File: config.mk
export PLATFORM = sky130hd
export DESIGN_NAME = packed_instruction_chain_alu
export DESIGN_NICKNAME = d
export VERILOG_FILES = /design/src/sv/pcalu_pkg.sv /design/src/sv/pcalu_seq.sv /design/src/sv/pcalu_div.sv /design/src/sv/pcalu_dp.sv /design/src/sv/packed_instruction_chain_alu.sv
export SDC_FILE = /design/constraint.sdc
export NUM_CORES = 1
export LEC_CHECK = 0
export BUFFER_PORTS_ARGS = -buffer_cell sky130_fd_sc_hd__buf_2
export CORE_MARGIN = 3
export CORE_UTILIZATION = 50
export CTS_CLUSTER_DIAMETER = 200
export DETAILED_ROUTE_END_ITERATION = 10
export GPL_TIMING_DRIVEN = 1
export PLACE_DENSITY = 0.74
export SLEW_MARGIN = 20
export SYNTH_ARGS = -nofsm -noshare
export SYNTH_HDL_FRONTEND = slang
export SYNTH_SLANG_ARGS = --single-unit
File: constraint.sdc
create_clock -name clk_i -period 8.06 [get_ports clk_i]
set_input_delay 1.209 -clock clk_i [delete_from_list [all_inputs] [get_ports clk_i]]
set_output_delay 1.209 -clock clk_i [all_outputs]
set_load 0.005 [all_outputs]
File: src/sv/pcalu_pkg.sv
// Shared types, codes and microcode program of the packed instruction chain ALU.
`default_nettype none
package pcalu_pkg;

  localparam int unsigned WORD_W  = 16;
  localparam int unsigned ACC_W   = 32;
  localparam int unsigned INSTR_W = 32;
  localparam int unsigned CNT_W   = 4;   // op count and operand count, up to nine
  localparam int unsigned OW_W    = 5;   // operand width and bit position, up to sixteen
  localparam int unsigned UPC_W   = 4;

  // Operator codes
  localparam logic [1:0] OP_ADD = 2'b00;
  localparam logic [1:0] OP_SUB = 2'b01;
  localparam logic [1:0] OP_MUL = 2'b10;
  localparam logic [1:0] OP_DIV = 2'b11;

  // Command codes
  localparam logic CMD_LOAD    = 1'b0;
  localparam logic CMD_OPERAND = 1'b1;

  // Step addresses of the microprogram
  localparam logic [UPC_W-1:0] S_WAIT   = 4'd0;
  localparam logic [UPC_W-1:0] S_SCAN   = 4'd1;
  localparam logic [UPC_W-1:0] S_FETCH  = 4'd2;
  localparam logic [UPC_W-1:0] S_DISP   = 4'd3;
  localparam logic [UPC_W-1:0] S_DIVI   = 4'd4;
  localparam logic [UPC_W-1:0] S_DIVS   = 4'd5;
  localparam logic [UPC_W-1:0] S_DIVW   = 4'd6;
  localparam logic [UPC_W-1:0] S_ALU    = 4'd7;
  localparam logic [UPC_W-1:0] S_LOADF  = 4'd8;
  localparam logic [UPC_W-1:0] S_FINISH = 4'd9;
  localparam logic [UPC_W-1:0] S_EMIT   = 4'd10;
  localparam logic [UPC_W-1:0] S_BACK   = 4'd11;

  typedef enum logic [3:0] {
    DP_NOP        = 4'd0,
    DP_ACCEPT     = 4'd1,
    DP_EXTRACT    = 4'd2,
    DP_DIV_INIT   = 4'd3,
    DP_DIV_STEP   = 4'd4,
    DP_DIV_WB     = 4'd5,
    DP_ALU_WB     = 4'd6,
    DP_LOAD_FIRST = 4'd7,
    DP_EMIT       = 4'd8
  } dp_op_e;

  typedef enum logic [3:0] {
    C_ALWAYS    = 4'd0,
    C_NO_WORK   = 4'd1,
    C_NO_MORE   = 4'd2,
    C_FIRST     = 4'd3,
    C_NOT_DIV   = 4'd4,
    C_OPND_ZERO = 4'd5,
    C_DIV_MORE  = 4'd6,
    C_NOT_DONE  = 4'd7,
    C_OUT_FULL  = 4'd8
  } cond_e;

  typedef struct packed {
    dp_op_e           dp_op;
    cond_e            cond;
    logic [UPC_W-1:0] target;
  } ucode_t;

  typedef struct packed {
    logic no_work;
    logic no_more;
    logic first;
    logic not_div;
    logic opnd_zero;
    logic div_more;
    logic not_done;
    logic out_full;
  } status_t;

  // Control store: jump to target when the condition holds, else fall through.
  function automatic ucode_t ucode_rom(input logic [UPC_W-1:0] upc);
    ucode_t uw;
    case (upc)
      S_WAIT:   uw = '{dp_op: DP_ACCEPT,     cond: C_NO_WORK,   target: S_WAIT};
      S_SCAN:   uw = '{dp_op: DP_NOP,        cond: C_NO_MORE,   target: S_FINISH};
      S_FETCH:  uw = '{dp_op: DP_EXTRACT,    cond: C_FIRST,     target: S_LOADF};
      S_DISP:   uw = '{dp_op: DP_NOP,        cond: C_NOT_DIV,   target: S_ALU};
      S_DIVI:   uw = '{dp_op: DP_DIV_INIT,   cond: C_OPND_ZERO, target: S_SCAN};
      S_DIVS:   uw = '{dp_op: DP_DIV_STEP,   cond: C_DIV_MORE,  target: S_DIVS};
      S_DIVW:   uw = '{dp_op: DP_DIV_WB,     cond: C_ALWAYS,    target: S_SCAN};
      S_ALU:    uw = '{dp_op: DP_ALU_WB,     cond: C_ALWAYS,    target: S_SCAN};
      S_LOADF:  uw = '{dp_op: DP_LOAD_FIRST, cond: C_ALWAYS,    target: S_SCAN};
      S_FINISH: uw = '{dp_op: DP_NOP,        cond: C_NOT_DONE,  target: S_WAIT};
      S_EMIT:   uw = '{dp_op: DP_EMIT,       cond: C_OUT_FULL,  target: S_EMIT};
      S_BACK:   uw = '{dp_op: DP_NOP,        cond: C_ALWAYS,    target: S_WAIT};
      default:  uw = '{dp_op: DP_NOP,        cond: C_ALWAYS,    target: S_WAIT};
    endcase
    return uw;
  endfunction

endpackage
`default_nettype wire

File: src/sv/pcalu_seq.sv
// Microprogram sequencer: step counter, control store lookup and conditional jumps.
`default_nettype none
module pcalu_seq (
  input  wire                                  clk_i,
  input  wire                                  rst_ni,
  input  wire pcalu_pkg::status_t              status_i,
  output pcalu_pkg::ucode_t                    ctrl_o
);

  logic [pcalu_pkg::UPC_W-1:0] upc_q, upc_d;
  pcalu_pkg::ucode_t uw;
  logic take;

  always_comb begin
    uw = pcalu_pkg::ucode_rom(upc_q);
    case (uw.cond)
      pcalu_pkg::C_ALWAYS:    take = 1'b1;
      pcalu_pkg::C_NO_WORK:   take = status_i.no_work;
      pcalu_pkg::C_NO_MORE:   take = status_i.no_more;
      pcalu_pkg::C_FIRST:     take = status_i.first;
      pcalu_pkg::C_NOT_DIV:   take = status_i.not_div;
      pcalu_pkg::C_OPND_ZERO: take = status_i.opnd_zero;
      pcalu_pkg::C_DIV_MORE:  take = status_i.div_more;
      pcalu_pkg::C_NOT_DONE:  take = status_i.not_done;
      pcalu_pkg::C_OUT_FULL:  take = status_i.out_full;
      default:                take = 1'b1;
    endcase
    upc_d = take ? uw.target : upc_q + 1'b1;
  end

  assign ctrl_o = uw;

  always_ff @(posedge clk_i or negedge rst_ni) begin
    if (!rst_ni) begin
      upc_q <= pcalu_pkg::S_WAIT;
    end else begin
      upc_q <= upc_d;
    end
  end

  // The step counter never runs past the last program step
  a_upc_range: assert property (@(posedge clk_i) disable iff (!rst_ni)
    upc_q <= pcalu_pkg::S_BACK)
    else $error("step counter outside the program");

  // The divide loop only ends by falling through to the write-back step
  a_div_exit: assert property (@(posedge clk_i) disable iff (!rst_ni)
    (upc_q == pcalu_pkg::S_DIVS) && !status_i.div_more |=> upc_q == pcalu_pkg::S_DIVW)
    else $error("divide loop left early");

  // The wait step is only left when an operand word for an active chain is offered
  a_wait_exit: assert property (@(posedge clk_i) disable iff (!rst_ni)
    (upc_q == pcalu_pkg::S_WAIT) && status_i.no_work |=> upc_q == pcalu_pkg::S_WAIT)
    else $error("left wait step without work");

endmodule
`default_nettype wire

File: src/sv/pcalu_div.sv
// Restoring divider: unsigned 32 by 16 bits, one quotient bit per cycle while step_i is high.
`default_nettype none
module pcalu_div (
  input  wire                                 clk_i,
  input  wire                                 rst_ni,
  input  wire                                 start_i,
  input  wire                                 step_i,
  input  wire [pcalu_pkg::ACC_W-1:0]          dividend_i,
  input  wire [pcalu_pkg::WORD_W-1:0]         divisor_i,
  output logic [pcalu_pkg::ACC_W-1:0]         quotient_o,
  output logic                                last_o
);

  localparam int unsigned CW = $clog2(pcalu_pkg::ACC_W);

  logic [pcalu_pkg::ACC_W-1:0]  quo_q;
  logic [pcalu_pkg::WORD_W-1:0] rem_q;
  logic [CW-1:0]                cnt_q;
  logic [pcalu_pkg::WORD_W:0]   rem_sh;
  logic [pcalu_pkg::WORD_W:0]   rem_sub;
  logic                         ge;

  always_comb begin
    rem_sh  = {rem_q, quo_q[pcalu_pkg::ACC_W-1]};
    ge      = rem_sh >= {1'b0, divisor_i};
    rem_sub = rem_sh - {1'b0, divisor_i};
  end

  always_ff @(posedge clk_i or negedge rst_ni) begin
    if (!rst_ni) begin
      cnt_q <= '0;
    end else if (start_i) begin
      cnt_q <= '0;
    end else if (step_i) begin
      cnt_q <= cnt_q + 1'b1;
    end
  end

  always_ff @(posedge clk_i) begin
    if (start_i) begin
      quo_q <= dividend_i;
      rem_q <= '0;
    end else if (step_i) begin
      quo_q <= {quo_q[pcalu_pkg::ACC_W-2:0], ge};
      rem_q <= ge ? rem_sub[pcalu_pkg::WORD_W-1:0] : rem_sh[pcalu_pkg::WORD_W-1:0];
    end
  end

  assign quotient_o = quo_q;
  assign last_o     = (cnt_q == CW'(pcalu_pkg::ACC_W - 1));

endmodule
`default_nettype wire

File: src/sv/pcalu_dp.sv
// Datapath: decode store, operand unpacking, accumulator, ALU and result register.
`default_nettype none
module pcalu_dp #(
  parameter int unsigned MAX_OPS = 8
) (
  input  wire                                  clk_i,
  input  wire                                  rst_ni,
  input  wire pcalu_pkg::ucode_t               ctrl_i,
  output pcalu_pkg::status_t                   status_o,
  input  wire                                  in_valid_i,
  input  wire                                  command_i,
  input  wire [pcalu_pkg::INSTR_W-1:0]         instruction_i,
  input  wire [pcalu_pkg::WORD_W-1:0]          operand_word_i,
  output logic                                 out_valid_o,
  input  wire                                  out_ready_i,
  output logic signed [pcalu_pkg::ACC_W-1:0]   value_o,
  output logic                                 div_by_zero_o
);

  localparam int unsigned IDX_W = (MAX_OPS > 1) ? $clog2(MAX_OPS) : 1;
  localparam logic [pcalu_pkg::CNT_W-1:0] TOTAL_MAX = pcalu_pkg::CNT_W'(MAX_OPS);
  localparam logic [pcalu_pkg::OW_W-1:0]  WORD_POS  = pcalu_pkg::OW_W'(pcalu_pkg::WORD_W);

  logic [1:0]                      ops_q [MAX_OPS];
  logic [pcalu_pkg::CNT_W-1:0]     total_q;
  logic [pcalu_pkg::OW_W-1:0]      width_q;
  logic [pcalu_pkg::CNT_W-1:0]     taken_q;
  logic [pcalu_pkg::ACC_W-1:0]     acc_q;
  logic                            err_q;
  logic                            active_q;
  logic [pcalu_pkg::WORD_W-1:0]    word_q;
  logic [pcalu_pkg::OW_W-1:0]      pos_q;
  logic [pcalu_pkg::WORD_W-1:0]    opnd_q;
  logic [1:0]                      code_q;
  logic                            neg_q;
  logic                            out_valid_q;
  logic [pcalu_pkg::ACC_W-1:0]     out_value_q;
  logic                            out_dbz_q;

  logic                            accept;
  logic [pcalu_pkg::CNT_W-1:0]     count;
  logic [pcalu_pkg::OW_W-1:0]      wf_shamt;
  logic [pcalu_pkg::INSTR_W-1:0]   wf_shifted;
  logic [1:0]                      ops_d [MAX_OPS];
  logic [pcalu_pkg::OW_W:0]        needed;
  logic [pcalu_pkg::OW_W-1:0]      pos_next;
  logic [pcalu_pkg::WORD_W:0]      mask;
  logic [pcalu_pkg::WORD_W-1:0]    word_sh;
  logic [pcalu_pkg::CNT_W-1:0]     idx_full;
  logic [pcalu_pkg::ACC_W+pcalu_pkg::WORD_W-1:0] prod;
  logic [pcalu_pkg::ACC_W-1:0]     alu_res;
  logic [pcalu_pkg::ACC_W-1:0]     acc_mag;
  logic [pcalu_pkg::ACC_W-1:0]     quot;
  logic                            div_last;
  logic                            out_full;

  assign accept = in_valid_i && (ctrl_i.dp_op == pcalu_pkg::DP_ACCEPT);

  // Instruction decode
  always_comb begin
    count      = {1'b0, instruction_i[31:29]} + 1'b1;
    wf_shamt   = 5'd25 - {count, 1'b0};
    wf_shifted = instruction_i >> wf_shamt;
    for (int i = 0; i < MAX_OPS; i++) begin
      ops_d[i] = (i < int'(count)) ? instruction_i[27-2*i +: 2] : pcalu_pkg::OP_ADD;
    end
  end

  always_comb begin
    needed   = {2'b00, total_q} + 1'b1;
    pos_next = pos_q - width_q;
    mask     = ({{pcalu_pkg::WORD_W{1'b0}}, 1'b1} << width_q) - 1'b1;
    word_sh  = word_q >> pos_next;
    idx_full = taken_q - 1'b1;
    prod     = acc_q * opnd_q;
    case (code_q)
      pcalu_pkg::OP_ADD: alu_res = acc_q + {16'd0, opnd_q};
      pcalu_pkg::OP_SUB: alu_res = acc_q - {16'd0, opnd_q};
      pcalu_pkg::OP_MUL: alu_res = prod[pcalu_pkg::ACC_W-1:0];
      default:           alu_res = acc_q;
    endcase
    acc_mag  = acc_q[pcalu_pkg::ACC_W-1] ? (~acc_q + 1'b1) : acc_q;
    out_full = out_valid_q && !out_ready_i;
  end

  pcalu_div u_div (
    .clk_i      (clk_i),
    .rst_ni     (rst_ni),
    .start_i    (ctrl_i.dp_op == pcalu_pkg::DP_DIV_INIT),
    .step_i     (ctrl_i.dp_op == pcalu_pkg::DP_DIV_STEP),
    .dividend_i (acc_mag),
    .divisor_i  (opnd_q),
    .quotient_o (quot),
    .last_o     (div_last)
  );

  always_comb begin
    status_o.no_work   = !(in_valid_i && (command_i == pcalu_pkg::CMD_OPERAND) && active_q);
    status_o.no_more   = (pos_q < width_q) || ({2'b00, taken_q} >= needed);
    status_o.first     = (taken_q == '0);
    status_o.not_div   = (code_q != pcalu_pkg::OP_DIV);
    status_o.opnd_zero = (opnd_q == '0);
    status_o.div_more  = !div_last;
    status_o.not_done  = ({2'b00, taken_q} < needed);
    status_o.out_full  = out_full;
  end

  // Output valid: set on emit, drop once the transaction is taken
  always_ff @(posedge clk_i or negedge rst_ni) begin
    if (!rst_ni) begin
      out_valid_q <= 1'b0;
    end else if ((ctrl_i.dp_op == pcalu_pkg::DP_EMIT) && !out_full) begin
      out_valid_q <= 1'b1;
    end else if (out_valid_q && out_ready_i) begin
      out_valid_q <= 1'b0;
    end
  end

  // Control state
  always_ff @(posedge clk_i or negedge rst_ni) begin
    if (!rst_ni) begin
      for (int i = 0; i < MAX_OPS; i++) begin
        ops_q[i] <= pcalu_pkg::OP_ADD;
      end
      total_q     <= '0;
      width_q     <= 5'd1;
      taken_q     <= '0;
      acc_q       <= '0;
      err_q       <= 1'b0;
      active_q    <= 1'b0;
    end else begin
      case (ctrl_i.dp_op)
        pcalu_pkg::DP_ACCEPT: begin
          if (accept && (command_i == pcalu_pkg::CMD_LOAD)) begin
            for (int i = 0; i < MAX_OPS; i++) begin
              ops_q[i] <= ops_d[i];
            end
            total_q  <= (count > TOTAL_MAX) ? TOTAL_MAX : count;
            width_q  <= {1'b0, wf_shifted[3:0]} + 1'b1;
            taken_q  <= '0;
            acc_q    <= '0;
            err_q    <= 1'b0;
            active_q <= 1'b1;
          end
        end
        pcalu_pkg::DP_DIV_INIT: begin
          // Zero divisor: flag it, keep the accumulator, count the operand
          if (opnd_q == '0) begin
            err_q   <= 1'b1;
            taken_q <= taken_q + 1'b1;
          end
        end
        pcalu_pkg::DP_DIV_WB: begin
          acc_q   <= neg_q ? (~quot + 1'b1) : quot;
          taken_q <= taken_q + 1'b1;
        end
        pcalu_pkg::DP_ALU_WB: begin
          acc_q   <= alu_res;
          taken_q <= taken_q + 1'b1;
        end
        pcalu_pkg::DP_LOAD_FIRST: begin
          acc_q   <= {16'd0, opnd_q};
          taken_q <= taken_q + 1'b1;
        end
        pcalu_pkg::DP_EMIT: begin
          if (!out_full) begin
            active_q    <= 1'b0;
          end
        end
        default: begin
        end
      endcase
    end
  end

  // Payload registers
  always_ff @(posedge clk_i) begin
    case (ctrl_i.dp_op)
      pcalu_pkg::DP_ACCEPT: begin
        if (accept && (command_i == pcalu_pkg::CMD_OPERAND)) begin
          word_q <= operand_word_i;
          pos_q  <= WORD_POS;
        end
      end
      pcalu_pkg::DP_EXTRACT: begin
        pos_q  <= pos_next;
        opnd_q <= word_sh & mask[pcalu_pkg::WORD_W-1:0];
        code_q <= ops_q[idx_full[IDX_W-1:0]];
      end
      pcalu_pkg::DP_DIV_INIT: begin
        neg_q <= acc_q[pcalu_pkg::ACC_W-1];
      end
      pcalu_pkg::DP_EMIT: begin
        if (!out_full) begin
          out_value_q <= err_q ? '0 : acc_q;
          out_dbz_q   <= err_q;
        end
      end
      default: begin
      end
    endcase
  end

  assign out_valid_o   = out_valid_q;
  assign value_o       = out_value_q;
  assign div_by_zero_o = out_dbz_q;

  a_alu_not_div: assert property (@(posedge clk_i) disable iff (!rst_ni)
    ctrl_i.dp_op == pcalu_pkg::DP_ALU_WB |-> code_q != pcalu_pkg::OP_DIV)
    else $error("divide code routed to the ALU step");

  a_dbz_zero: assert property (@(posedge clk_i) disable iff (!rst_ni)
    out_valid_q && out_dbz_q |-> out_value_q == '0)
    else $error("flagged result carries a non-zero value");

  a_taken_bound: assert property (@(posedge clk_i) disable iff (!rst_ni)
    {2'b00, taken_q} <= needed)
    else $error("more operands taken than the chain needs");

  a_width_range: assert property (@(posedge clk_i) disable iff (!rst_ni)
    (width_q != '0) && (width_q <= WORD_POS))
    else $error("operand width out of range");

endmodule
`default_nettype wire

File: src/sv/packed_instruction_chain_alu.sv
// Packed instruction chain ALU top level: microcode sequencer driving the datapath.
// Load transaction: taken in the wait step, no result. Operand word: accepted in wait, then
// each operand is extracted; the first is loaded, later ones folded by add, subtract, multiply
// or divide (32-step bit-serial divider loop, skipped on zero divisor); finish closes the word.
// After the last fold: scan, finish, emit; emit sets result valid once the output has room.
// Reset (asynchronous, active low) returns the sequencer to wait and empties the chain.
`default_nettype none
module packed_instruction_chain_alu #(
  parameter int unsigned MAX_OPS = 8
) (
  input  wire                                 clk_i,
  input  wire                                 rst_ni,
  input  wire                                 in_valid_i,
  output logic                                in_ready_o,
  input  wire                                 command_i,
  input  wire [pcalu_pkg::INSTR_W-1:0]        instruction_i,
  input  wire [pcalu_pkg::WORD_W-1:0]         operand_word_i,
  output logic                                out_valid_o,
  input  wire                                 out_ready_i,
  output logic signed [pcalu_pkg::ACC_W-1:0]  value_o,
  output logic                                div_by_zero_o
);

  pcalu_pkg::ucode_t  ctrl;
  pcalu_pkg::status_t status;

  pcalu_seq u_seq (
    .clk_i    (clk_i),
    .rst_ni   (rst_ni),
    .status_i (status),
    .ctrl_o   (ctrl)
  );

  pcalu_dp #(
    .MAX_OPS (MAX_OPS)
  ) u_dp (
    .clk_i          (clk_i),
    .rst_ni         (rst_ni),
    .ctrl_i         (ctrl),
    .status_o       (status),
    .in_valid_i     (in_valid_i),
    .command_i      (command_i),
    .instruction_i  (instruction_i),
    .operand_word_i (operand_word_i),
    .out_valid_o    (out_valid_o),
    .out_ready_i    (out_ready_i),
    .value_o        (value_o),
    .div_by_zero_o  (div_by_zero_o)
  );

  assign in_ready_o = (ctrl.dp_op == pcalu_pkg::DP_ACCEPT);

endmodule
`default_nettype wire
* Word level (Yosys, flattened, before mapping) *
Memories as Yosys holds them, arrays and structs flattened.
Cells that the tools add are included.

cells by class
  multipliers = 1
  multiplexer cells = 37
  add/subtract/negate cells = 15
  reduce and logical (&&, ||, !) cells = 32
  eq/ne operators = 25
  bitwise logic cells = 6
  shift-type cells = 3
  magnitude comparators = 14

operators by type and width
  operator                                             count
  two-way mux 32 bit                                   5
  case mux 32 bit (4 select lines)                     1
  case mux 32 bit (3 select lines)                     1
  adder 32 x 1 -> 32 bit (second input constant)       2
  NOT 32 bit                                           2
  adder 32 x 16 -> 32 bit                              1
  == test 4 x 3 -> 1 bit (second input constant)       8
  multiplier 32 x 16 -> 32 bit                         1
  >> shifter 32 x 5 -> 4 bit                           1
  subtractor 32 x 16 -> 32 bit                         1
  two-way mux 2 bit                                    10
  greater-or-equal comparator 17 x 16 -> 1 bit         1
  bitwise AND 16 bit                                   1
  == test 4 x 2 -> 1 bit (second input constant)       4
  logical NOT 16 bit                                   1
  < comparator 3 x 4 -> 1 bit (first input constant)   4
  two-way mux 16 bit                                   1
  two-way mux 4 bit                                    4
  << shifter 1 x 5 -> 16 bit (first input constant)    1
  >> shifter 16 x 5 -> 16 bit                          1
  subtractor 16 x 1 -> 16 bit (second input constant)  1
  subtractor 16 bit                                    1
  two-way mux 5 bit                                    3
  case mux 4 bit (3 select lines)                      1
  other kinds (40)                                     76

word-level totals
  output and inout bits = 35
  memories = 1
  word-level logic and storage cells = 160
  input port bits = 53
  register bits = 194
  memory bits (read-only) = 192

memory list
  name              depth  bits a word  rd ports  clocked after memory_dff  wr ports  line             RTL
  (name not given)  16     12           1         0                         0         pcalu_pkg.sv:80  case (upc)

* Logic depth before layout (Yosys ltp) *
An unclocked memory read counts as a cell.

  word-level depth = 6
  gate-level depth with buffers = 26
  mapped depth without buffers = 24

* Modules after synthesis *
Synthesis repeated with hierarchy kept, for this count alone.

second synthesis, totals
  cell total of the unflattened synthesis = 2982
  area, all modules = 26369.0 µm²

by module, submodules not included
  module                        sequential area each (µm²)  times used  cells an instance  area an instance (µm²)
  pcalu_dp                      3794.9                      1           2615               22565.4
  pcalu_div                     1406.3                      1           299                3191.8
  pcalu_seq                     100.1                       1           67                 596.8
  packed_instruction_chain_alu  0.0                         1           1                  15.0

* Least setup slack after synthesis *
OpenSTA, ideal clock, no wires.

  kind = reg2reg
  start = reg u_dp.acc_q[7] in the netlist's numbering
  end = reg u_dp.acc_q[29] in the netlist's numbering
  data required time = 7925 ps
  setup slack = 1582 ps
  stages on the path, launching flop included = 25
  path buffers = 2
  setup time = 135 ps
  arrival time = 6343 ps
  clock period less this slack = 6478 ps
  cell sequence = dfrtp_1 clkbuf_1 clkbuf_1 nand2_1 fa_1 inv_1 fa_1 inv_1 fa_1 inv_1 fa_1 fa_1 inv_1 fa_1 inv_1 ha_1 a21o_1 a221o_1 o31ai_1 a21oi_1 a221oi_1 nor2b_1 xnor2_1 a22oi_1 o211ai_1

between the ends
  cells in the longest elaborated chain, start to end = 3
  elaborated cells on any way between the ends = 5
  classes of those cells = add/sub: 2; mul: 1; mux: 2

RTL lines
  item                                                        line             RTL
  start, declared                                             pcalu_dp.sv:28   logic [pcalu_pkg::ACC_W-1:0] acc_q;
  start signal, assigned                                      pcalu_dp.sv:154  acc_q <= neg_q ? (~quot + 1'b1) : quot;
  start signal, assigned                                      pcalu_dp.sv:158  acc_q <= alu_res;
  start signal, assigned                                      pcalu_dp.sv:162  acc_q <= {16'd0, opnd_q};
  multiplier 32 x 16 -> 32 bit, or another cell as far along  pcalu_dp.sv:75   prod = acc_q * opnd_q;
  case mux 32 bit (3 select lines) *                          pcalu_dp.sv:76   case (code_q)
  case mux 32 bit (4 select lines) *                          pcalu_dp.sv:132  case (ctrl_i.dp_op)

Every way passes the cells marked *; elsewhere a longest branch is shown, timed or not.
A chain may end at the register's enable or synchronous reset.

* Worst setup path in the final report *
  start = reg u_dp.opnd_q[1] in the netlist's numbering
  end = reg u_dp.acc_q[31] in the netlist's numbering

between the ends
  cells in the longest elaborated chain, start to end = 3
  elaborated cells on any way between the ends = 5
  classes of those cells = add/sub: 2; mul: 1; mux: 2

RTL lines
  item                                                        line             RTL
  start, declared                                             pcalu_dp.sv:33   logic [pcalu_pkg::WORD_W-1:0] opnd_q;
  start signal, assigned                                      pcalu_dp.sv:187  opnd_q <= word_sh & mask[pcalu_pkg::WORD_W-1:0];
  multiplier 32 x 16 -> 32 bit, or another cell as far along  pcalu_dp.sv:75
  case mux 32 bit (3 select lines) *                          pcalu_dp.sv:76
  case mux 32 bit (4 select lines) *                          pcalu_dp.sv:132

Marked as above.

==> impl_metrics.csv <==
group,metric,value,unit
run_status,outcome,"finished clean",
clock_network,postCtsHoldBufs,0,
worst_setup_path,max_stage_delay,0.78,ns
drt,drc,0,
drt,via_per_inst,5.91,
synthesis,synth_area_per_cell,8.68,sq um
sta,setup_violations,0,
sta,finalHoldViolations,0,
synthesis,synth_area_leaders,"fa_1 (24%), edfxtp_1 (12%), ha_1 (7.0%), dfrtp_1 (7.0%), nand2_1 (6.5%)",
sta,max_freq,138,MHz
worst_setup_path,path_buf_inv,4,
drt,drt-total-wl,73.9,mm
clock_network,htreeDepth,4,
synthesis,ys_seq_elements,194,
drt,drt-wirelength-per-cell,20.1,um
worst_setup_path,rrSetupSlack,0.82,ns
sta,fin_crit,7.24,ns
floorplanning,placementRows,82,
worst_setup_path,rr_startpoint,"u_dp.opnd_q[1]",
place,place_ws,0.974,ns
worst_setup_path,reg2reg_depth,21,
finish,antenna_cells,0,
drt,vias,21700,
synthesis,ys_seq_area_share,20.5,%
worst_setup_path,crit_type,"reg2reg",
synthesis,synth_cell_types,75,
worst_setup_path,worst_ep_required_time,8.49,ns
global_routing,grt_max_degree,73,
floorplanning,coreArea,50600,sq um
worst_hold_path,worstHoldPathType,"reg2reg",
global_routing,grt_first_pass_wirelength,119,mm
worst_hold_path,min_to,"u_dp.ops_q[6]",
worst_hold_path,hp-start,"u_dp.ops_q[6]",
sta,setup_tns,0,ns
place,place_hpwl,56.6,mm
worst_setup_path,cp_top_family,"adder cells",
floorplanning,io_pins,88,
clock_network,cts-buffers-inserted,17,
worst_setup_path,path_common_cell,"fa_1",
worst_setup_path,cp-start-kind,"register",
finish,syn2layout_area_growth,7.34,%
synthesis,syn-num-nets,3480,
clock_network,post_cts_buffers,0,
global_routing,grt-ovfl-total,0,
worst_setup_path,slowest_stage,"edfxtp_1",
place,numPortBuffers,86,
worst_setup_path,path_cells,"buf_4, nand2_1, fa_1, fa_1, fa_1, inv_1, fa_1, fa_1, inv_1, fa_1, inv_1, ha_1, and3_1, a221o_1, o31ai_1, a21oi_1, a221oi_1, a21oi_1, xnor2_1, o211ai_1, a21oi_1",
worst_setup_path,worstPathArrival,7.67,ns
drt,final_antenna_net_count,0,
worst_setup_path,worstSetupEndpointType,"register",
finish,drive_gt1_share,8.81,%
clock_network,clkLatencyLatePin,0.50,ns
synthesis,syn_area,25800,sq um
sta,worst_pin_slew,1.10,ns
sta,maxSlewHeadroom,26.4,%
sta,skew,0.0110,ns
clock_network,ctsRootBufferMaster,"clkbuf_16",
finish,nets,3489,
clock_network,cts_tree,"yes",
synthesis,yosysTopAreaCellShare,23.8,%
synthesis,synth_edf_count,105,
floorplanning,initial_core_util,51.0,%
clock_network,cts_num_sinks,194,
global_routing,grt_pass1_vias,22000,
global_routing,antenna_found_initial,0,
floorplanning,die_h,233,um
synthesis,synth_top_area_cell,"fa_1",
clock_network,cts_buffer_depth,2,
drt,drt_first_iter_violations,2092,
drt,drt-pass1-iter-count,8,
place,gp_congestion,0.998,
clock_network,cts_resized,0,
worst_hold_path,hold_path_depth,2,
sta,finalCritPeriodShare,89.8,%
global_routing,track_usage,28.1,%
floorplanning,dieWidth,233,um
sta,setup_ws,0.821,ns
sta,report.final.slew_viol_count,0,
sta,rsz0062_at_grt,"false",
synthesis,synth_most_common_cell,"nand2_1",
worst_setup_path,path_max_fanout,16,
synthesis,synthTopCellsByCount,"nand2_1 (446), inv_1 (421), fa_1 (307)",
flow_run,max-cap-violations,0,
worst_setup_path,reg2reg_to,"u_dp.acc_q[31]",
synthesis,netlist_instances,2975,
synthesis,ys.flop_type,"edfxtp_1",
floorplanning,die-area,54400,sq um
clock_network,cts.clk_slew.worst_paths,0.09,ns
synthesis,asyncSetResetFlopFracSynth,37.6,%
synthesis,yosys_warnings,0,
kinds of logic after synthesis:
kind of cell | after synthesis | share of synthesized area (%)
AO/OA/AOI/OAI | 520 | 12.8
XOR/XNOR | 166 | 5.63
adder cells (fa/ha/maj) | 452 | 30.8
buffers and inverters | 599 | 8.71
flip-flops | 194 | 20.5
multiplexers | 66 | 3.58
AND/OR/NAND/NOR | 978 | 17.9
flip-flops by register name, indices dropped and copies added (netlist names):
register,cells
u_dp.u_div.quotient_o,32
u_dp.out_valid_o,1
u_dp.err_q,1
u_dp.value_o,32
u_dp.u_div.cnt_q,5
u_dp.u_div.rem_q,16
u_dp.acc_q,32
u_dp.neg_q,1
u_dp.ops_q,16
u_dp.div_by_zero_o,1
u_dp.active_q,1
u_dp.code_q,2
u_dp.taken_q,4
u_dp.pos_q,5
u_dp.width_q,5
u_dp.word_q,16
u_dp.opnd_q,16
u_seq.upc_q,4
u_dp.total_q,4
cell type report:
cell class / instances / area (sq um)
repair buffers: 166 / 1030
inverters: 423 / 1590
flip-flops and latches: 194 / 5300
multi-input cells: 2182 / 18300
fillers: 4471 / 22900
well taps: 672 / 841
clock buffers: 17 / 425
clock inverters: 15 / 211
worst max-delay path by stage:
| stage | slack (ns) | depth (start not counted) | startpoint | end |
|---|---|---|---|---|
| after floorplan | 1.58 | 24 | u_dp.acc_q[7] | u_dp.acc_q[29] |
| after global placement | 1.01 | 21 | u_dp.acc_q[9] | u_dp.acc_q[31] |
| after detailed placement | 0.97 | 21 | u_dp.opnd_q[1] | u_dp.acc_q[31] |
| after CTS | 0.94 | 21 | u_dp.opnd_q[1] | u_dp.acc_q[31] |
| after global routing | 0.44 | 21 | u_dp.opnd_q[1] | u_dp.acc_q[31] |
| final | 0.82 | 21 | u_dp.opnd_q[1] | u_dp.acc_q[31] |
worst reg2reg max path, delay by kind of cell (launching register included):
| kind | cells | cell delay [ns] |
|---|---|---|
| adders and majority gates | 7 | 3.51 |
| AOI/OAI and AO/OA | 7 | 1.72 |
| DFF | 1 | 0.78 |
| buffers and inverters | 4 | 0.59 |
| and+or+nand+nor | 2 | 0.34 |
| xor gates and xnor gates | 1 | 0.24 |
placed cells by master (no fill, tap or decap), drive strengths merged, types with 35 or more instances in the layout:
master	instances
edfxtp	105
a21oi	99
a21o	36
nor2	132
nor2b	49
buf	166
and2	133
ha	145
mux2i	35
o21ai	168
xor2	76
inv	431
fa	307
xnor2	90
dfrtp	72
nand3	52
nor3	47
nand2	446
routing by layer:
layer  vias up  global-route usage, %  part of all wire (%)
met5         -                      0                     0
met3       197                   5.98                    10
li1       9761                      -                     -
met2      1116                   44.4                    45
met4         0                   11.9                   4.6
met1     10600                   37.7                    40
metrics by stage:
step | util, % | hold WS, ns | instances | area, sq um
floorplan | - | 0.423 | 2975 | 25800
global placement | 53.5 | 0.448 | 3637 | 27100
detailed placement | 53.5 | 0.457 | 3637 | 27100
CTS | 54.8 | 0.478 | 3669 | 27700
global route | 54.8 | 0.497 | 3669 | 27700
finish | 54.8 | 0.471 | 3669 | 27700
Power is left out: the tool's default activity adds up to more than one toggle a clock period on the data nets, which glitch-free logic cannot reach.
